$ cat src/rtl/core/tvdbp_pkg.sv
package tvdbp_pkg;

   localparam int COMP_WIDTH = 16;
   localparam int FRAC_BITS  = 11;
   localparam int SCALE_FRAC = 12;
   localparam int SCALE_W    = 16;
   localparam int NCOMP      = 6;
   localparam int NLANE      = 2 * NCOMP;

   localparam int SQ_W       = 2 * COMP_WIDTH;
   localparam int SUM_W      = 2 * COMP_WIDTH + 4;
   localparam int ROOT_STEPS = SUM_W / 2;
   localparam int NORM_W     = ROOT_STEPS;
   localparam int DEN_W      = SCALE_W + NORM_W;
   localparam int ONE_SHIFT  = FRAC_BITS + SCALE_FRAC;
   localparam int QW         = COMP_WIDTH;
   localparam int NUM_W      = COMP_WIDTH + ONE_SHIFT + 1;

   localparam logic [DEN_W-1:0] DEN_ONE = DEN_W'(1) << ONE_SHIFT;
   localparam logic [QW-1:0] POS_MAX = QW'((1 << (COMP_WIDTH - 1)) - 1);
   localparam logic [QW-1:0] NEG_MAX = QW'(1 << (COMP_WIDTH - 1));

   localparam logic CSR_MODE  = 1'b0;
   localparam logic CSR_SCALE = 1'b1;

   localparam logic [SCALE_W-1:0] SCALE_RESET = SCALE_W'(4096);

   typedef enum logic [1:0] {
      MODE_TWO   = 2'd0,
      MODE_SYM2  = 2'd1,
      MODE_THREE = 2'd2,
      MODE_SIX   = 2'd3
   } mode_type;

   typedef logic signed [COMP_WIDTH-1:0] comp_type;
   typedef comp_type [NCOMP-1:0] vec_type;

   function automatic logic lane_used(mode_type mode, int unsigned k);
      logic r;
      case (mode)
         MODE_TWO:   r = (k < 2);
         MODE_SYM2:  r = (k < 3);
         MODE_THREE: r = (k < 3);
         default:    r = (k < NCOMP);
      endcase
      return r;
   endfunction

   function automatic logic lane_double(mode_type mode, int unsigned k);
      logic r;
      case (mode)
         MODE_TWO:  r = (k >= 2);
         MODE_SYM2: r = (k >= 2);
         default:   r = (k >= 3);
      endcase
      return r;
   endfunction

   function automatic logic [COMP_WIDTH-1:0] mag(comp_type c);
      logic [COMP_WIDTH-1:0] r;
      r = c[COMP_WIDTH-1] ? COMP_WIDTH'(-c) : COMP_WIDTH'(c);
      return r;
   endfunction

endpackage

$ cat src/rtl/core/tvdbp_sqrt.sv
module tvdbp_sqrt (
   input  logic                         clock,
   input  logic                         reset,
   input  logic                         in_valid,
   output logic                         in_ready,
   input  tvdbp_pkg::vec_type           in_re,
   input  tvdbp_pkg::vec_type           in_im,
   input  tvdbp_pkg::mode_type          in_mode,
   input  logic [tvdbp_pkg::SUM_W-1:0]  in_sum,
   output logic                         out_valid,
   input  logic                         out_ready,
   output tvdbp_pkg::vec_type           out_re,
   output tvdbp_pkg::vec_type           out_im,
   output tvdbp_pkg::mode_type          out_mode,
   output logic [tvdbp_pkg::NORM_W-1:0] out_norm
);

   localparam int N = tvdbp_pkg::ROOT_STEPS;

   logic en [N];
   logic vld_ff [N];
   logic [tvdbp_pkg::SUM_W-1:0] v_ff [N];
   logic [tvdbp_pkg::SUM_W-1:0] root_ff [N];
   tvdbp_pkg::vec_type re_ff [N];
   tvdbp_pkg::vec_type im_ff [N];
   tvdbp_pkg::mode_type mode_ff [N];

   // one result bit per stage, test weight BIT_C falls by four each stage
   for (genvar s = 0; s < N; s++) begin : g_step
      localparam logic [tvdbp_pkg::SUM_W-1:0] BIT_C =
         tvdbp_pkg::SUM_W'(1) << (2 * (N - 1 - s));
      logic vld_pre;
      logic [tvdbp_pkg::SUM_W-1:0] v_pre, root_pre, tmp, v_in, root_in;
      tvdbp_pkg::vec_type re_pre, im_pre;
      tvdbp_pkg::mode_type mode_pre;

      if (s == 0) begin : g_first
         assign vld_pre  = in_valid;
         assign v_pre    = in_sum;
         assign root_pre = '0;
         assign re_pre   = in_re;
         assign im_pre   = in_im;
         assign mode_pre = in_mode;
      end else begin : g_next
         assign vld_pre  = vld_ff[s-1];
         assign v_pre    = v_ff[s-1];
         assign root_pre = root_ff[s-1];
         assign re_pre   = re_ff[s-1];
         assign im_pre   = im_ff[s-1];
         assign mode_pre = mode_ff[s-1];
      end

      if (s == N - 1) begin : g_last
         assign en[s] = !vld_ff[s] | out_ready;
      end else begin : g_mid
         assign en[s] = !vld_ff[s] | en[s+1];
      end

      always_comb begin
         tmp = root_pre + BIT_C;
         if (v_pre >= tmp) begin
            v_in    = v_pre - tmp;
            root_in = (root_pre >> 1) + BIT_C;
         end else begin
            v_in    = v_pre;
            root_in = root_pre >> 1;
         end
      end

      always_ff @(posedge clock) begin
         if (reset) begin
            vld_ff[s] <= 1'b0;
         end else if (en[s]) begin
            vld_ff[s] <= vld_pre;
         end
      end

      always_ff @(posedge clock) begin
         if (en[s]) begin
            v_ff[s]    <= v_in;
            root_ff[s] <= root_in;
            re_ff[s]   <= re_pre;
            im_ff[s]   <= im_pre;
            mode_ff[s] <= mode_pre;
         end
      end
   end

   assign in_ready  = en[0];
   assign out_valid = vld_ff[N-1];
   assign out_re    = re_ff[N-1];
   assign out_im    = im_ff[N-1];
   assign out_mode  = mode_ff[N-1];
   assign out_norm  = root_ff[N-1][tvdbp_pkg::NORM_W-1:0];

endmodule

$ cat config.mk
export PLATFORM = sky130hd
export DESIGN_NAME = tvdbp_sqrt
export DESIGN_NICKNAME = d
export VERILOG_FILES = /design/src/rtl/core/tvdbp_pkg.sv /design/src/rtl/core/tvdbp_sqrt.sv
export SDC_FILE = /design/constraint.sdc
export NUM_CORES = 2
export LEC_CHECK = 0
export BUFFER_PORTS_ARGS = -buffer_cell sky130_fd_sc_hd__buf_2
export CAP_MARGIN = 20
export CORE_MARGIN = 10
export CORE_UTILIZATION = 50
export DETAILED_ROUTE_END_ITERATION = 10
export PLACE_DENSITY = 0.67
export SETUP_SLACK_MARGIN = 0.02
export SLEW_MARGIN = 30
export SYNTH_ARGS = -nofsm -noshare
export SYNTH_HDL_FRONTEND = slang
export SYNTH_MEMORY_MAX_BITS = 65536
export SYNTH_SLANG_ARGS = --single-unit
$ cat constraint.sdc
create_clock -name clock -period 17.4 [get_ports clock]
set_clock_uncertainty 0.05 [all_clocks]
set_input_delay 0.87 -clock clock [delete_from_list [all_inputs] [get_ports clock]]
set_output_delay 0.87 -clock clock [all_outputs]
set_load 0.02 [all_outputs]
==> results.cfg <==
[power]
leakage_nw = 60.8
power.total_mw = 23.0
powerDensity_nw_per_um2 = 141
peakVddDrop_uv = 90.6

[synthesis]
ys_seq_elements = 4293
async_flop_share = 0
yosysUniqueCellTypes = 74
synth_adder_area_share = 0.0163
syn-cell-area_um2 = 142000
synth_xor_area_frac = 0.0154
synth-simple-area-share = 0.0311
ys_warn_count = 0
muxShareOfSynthArea = 0.00283
synth_edf_count = 4293
synth_top_family_by_area = simple AND/OR/NAND/NOR gates
syn_area_per_cell_um2 = 22.4
synthesis.nets = 6767
synth_ff_type = edfxtp_1
ys_seq_area_frac = 0.906
synth-compound-area-share = 0.0207
syn_inst = 6348

[floorplanning]
die_area_um2 = 306000
die-height_um = 553
ios = 448
num_rows = 195
die_w_um = 553
initial_core_util = 0.503
core_um2 = 283000

[timing]
post-route-min-period_ns = 6.70
setup-tns-final_ns = 0
slew_headroom = 0.299
worst_pin_slew_ns = 1.05
max_freq_mhz = 149
finalCritPeriodShare = 0.385
hold_viol = 0
setup_violations = 0
whs_ns = 0.0778
maxSlewViolCount = 0
rsz0062_at_grt = false

[cells_and_area]
layout_common_cells = 4,293 x edfxtp_1, 447 x buf_2, 410 x clkbuf_16
nets = 7679
instances_no_fill = 11341
final_common_cell = edfxtp_1
drive_gt1_frac = 0.153
fillers = 19943
layout-area-overhead-vs-synth_pct = 14.7
fin_util = 0.577

[global_routing]
grt.overflow.total = 0
use_met3 = 0.0283
grt_pass1_vias = 58214
grt_max_degree = 142
met2_usage = 0.251
antenna_found_initial = 6
gr-usage-met1 = 0.187
grt_pass1_wl_um = 347000
track_usage = 0.145
busiest_layer = met2

[routing]
ant_nets = 0
wl_per_cell_um = 20.1
num_vias = 56567
drc = 0
dr.pass1.iters = 5
drt-total-wl_um = 228000
first_iter_violations = 4293
drt-vias-per-instance = 4.99

[critical_path]
slowest_delay_ns = 0.80
cp-startpoint = vld_ff[17]
required_ns = 16.48
slowest_stage = and2_0
rr_startpoint = vld_ff[17]
critPathKind = flip-flop to primary output
path_max_fanout = 106
cp-end-kind = primary output
cp.arrival_ns = 5.78
start_kind = flip-flop
cp_cell_sequence = and3b_1 > and4_1 > and2_1 > inv_8 > nor3_1 > and2_0 > and3_1 > nand3_4 > buf_2

[clocking]
cts_tree = built
cts_htree_levels = 5
insertion_delay_ns = 0.91
clockBufferDepth = 4
cts.sinks = 4293
cts_setup_buffers = 0
root_buffer = clkbuf_16
cts_buffers = 407
clk_pin_slew_ns = 0.06

[status]
outcome = completed

[placement]
port-buffer-count = 447
place_inst = 10557
dp_hpwl_um = 143000
gp_congestion = 0.894

[min_path]
min_from = in_im[71]
hp-class = input port to flip-flop

[job]
max_cap_violations = 0
critical path: cells and delay by family, from the launching register on:
kind | cells | cell delay (ns)
DFF | 1 | 0.37
buffers and inverters | 2 | 0.62
and+or+nand+nor | 7 | 3.85
final cells by class:
class | count | area, um^2 | share of cell area
repair buffers | 540 | 3180 | 0.0195
clock inverters | 253 | 2430 | 0.0149
multi-input cells | 1781 | 12400 | 0.0758
flip-flops and latches | 4293 | 129000 | 0.790
clock buffers | 485 | 10500 | 0.0646
inverters | 237 | 975 | 0.00598
well taps | 3743 | 4680 | 0.0287
diodes | 9 | 22.5 | 0.000138
repair_timing:
| item | CTS | global route |
|---|---|---|
| hold buffers | 32 | 0 |
| hold endpoints to repair | 32 | 0 |
| gates resized for setup | 0 | 0 |
synthesized netlist by cell type, types with 33 or more instances:
master / instances / area (um^2)
xnor2_1: 119 / 1040
nand2b_1: 43 / 269
edfxtp_1: 4293 / 129000
ha_1: 185 / 2310
nand3_1: 46 / 230
nand2_1: 158 / 593
or4_1: 33 / 248
nor4_1: 89 / 557
xor2_1: 131 / 1150
a21o_1: 47 / 353
o21ai_0: 104 / 521
nor3_1: 73 / 365
a21oi_1: 172 / 861
nor2_1: 204 / 766
inv_1: 236 / 886
routing by layer:
layer	part of all wire	vias to the layer above
met1	0.42	27941
met4	0.028	0
met5	0	-
met3	0.047	429
li1	-	26898
met2	0.50	1299
flip-flops by register name (all words and copies together) (netlist names):
name / flops
mode_ff: 36
v_ff: 612
root_ff: 171
vld_ff: 18
re_ff: 1728
im_ff: 1728
worst paths after layout:
path             endpoint  slack [ns]  cells after the start
min reg2reg  im_ff[5][67]        0.31                      0
min          im_ff[0][71]        0.08                      1
max              in_ready       10.70                      9
max reg2reg  re_ff[2][37]       11.12                     11
metrics by stage:
stage / setup slack, ns / cell area [um^2]
2_1_floorplan: 3.81 / 142000
3_3_place_gp: 10.66 / 150000
3_5_place_dp: 10.51 / 150000
4_1_cts: 10.66 / 163000
5_1_grt: 10.29 / 163000
6_report: 10.70 / 163000
report_power, final:
part           switching, mW  internal (mW)
Sequential             0.465           12.4
Combinational          0.902          0.729
Clock                   3.58           4.89
Total                   4.95           18.0
logic make-up (layout without fill, tap and decap cells):
group	after synthesis	in the layout
AOI/OAI and AO/OA	473	473
xor gates and xnor gates	250	250
adders and majority gates	185	185
buffers and inverters	274	1515
DFF	4293	4293
muxes	35	35
other	0	9
and+or+nand+nor	838	838
Power figures use the tool's default switching activity.
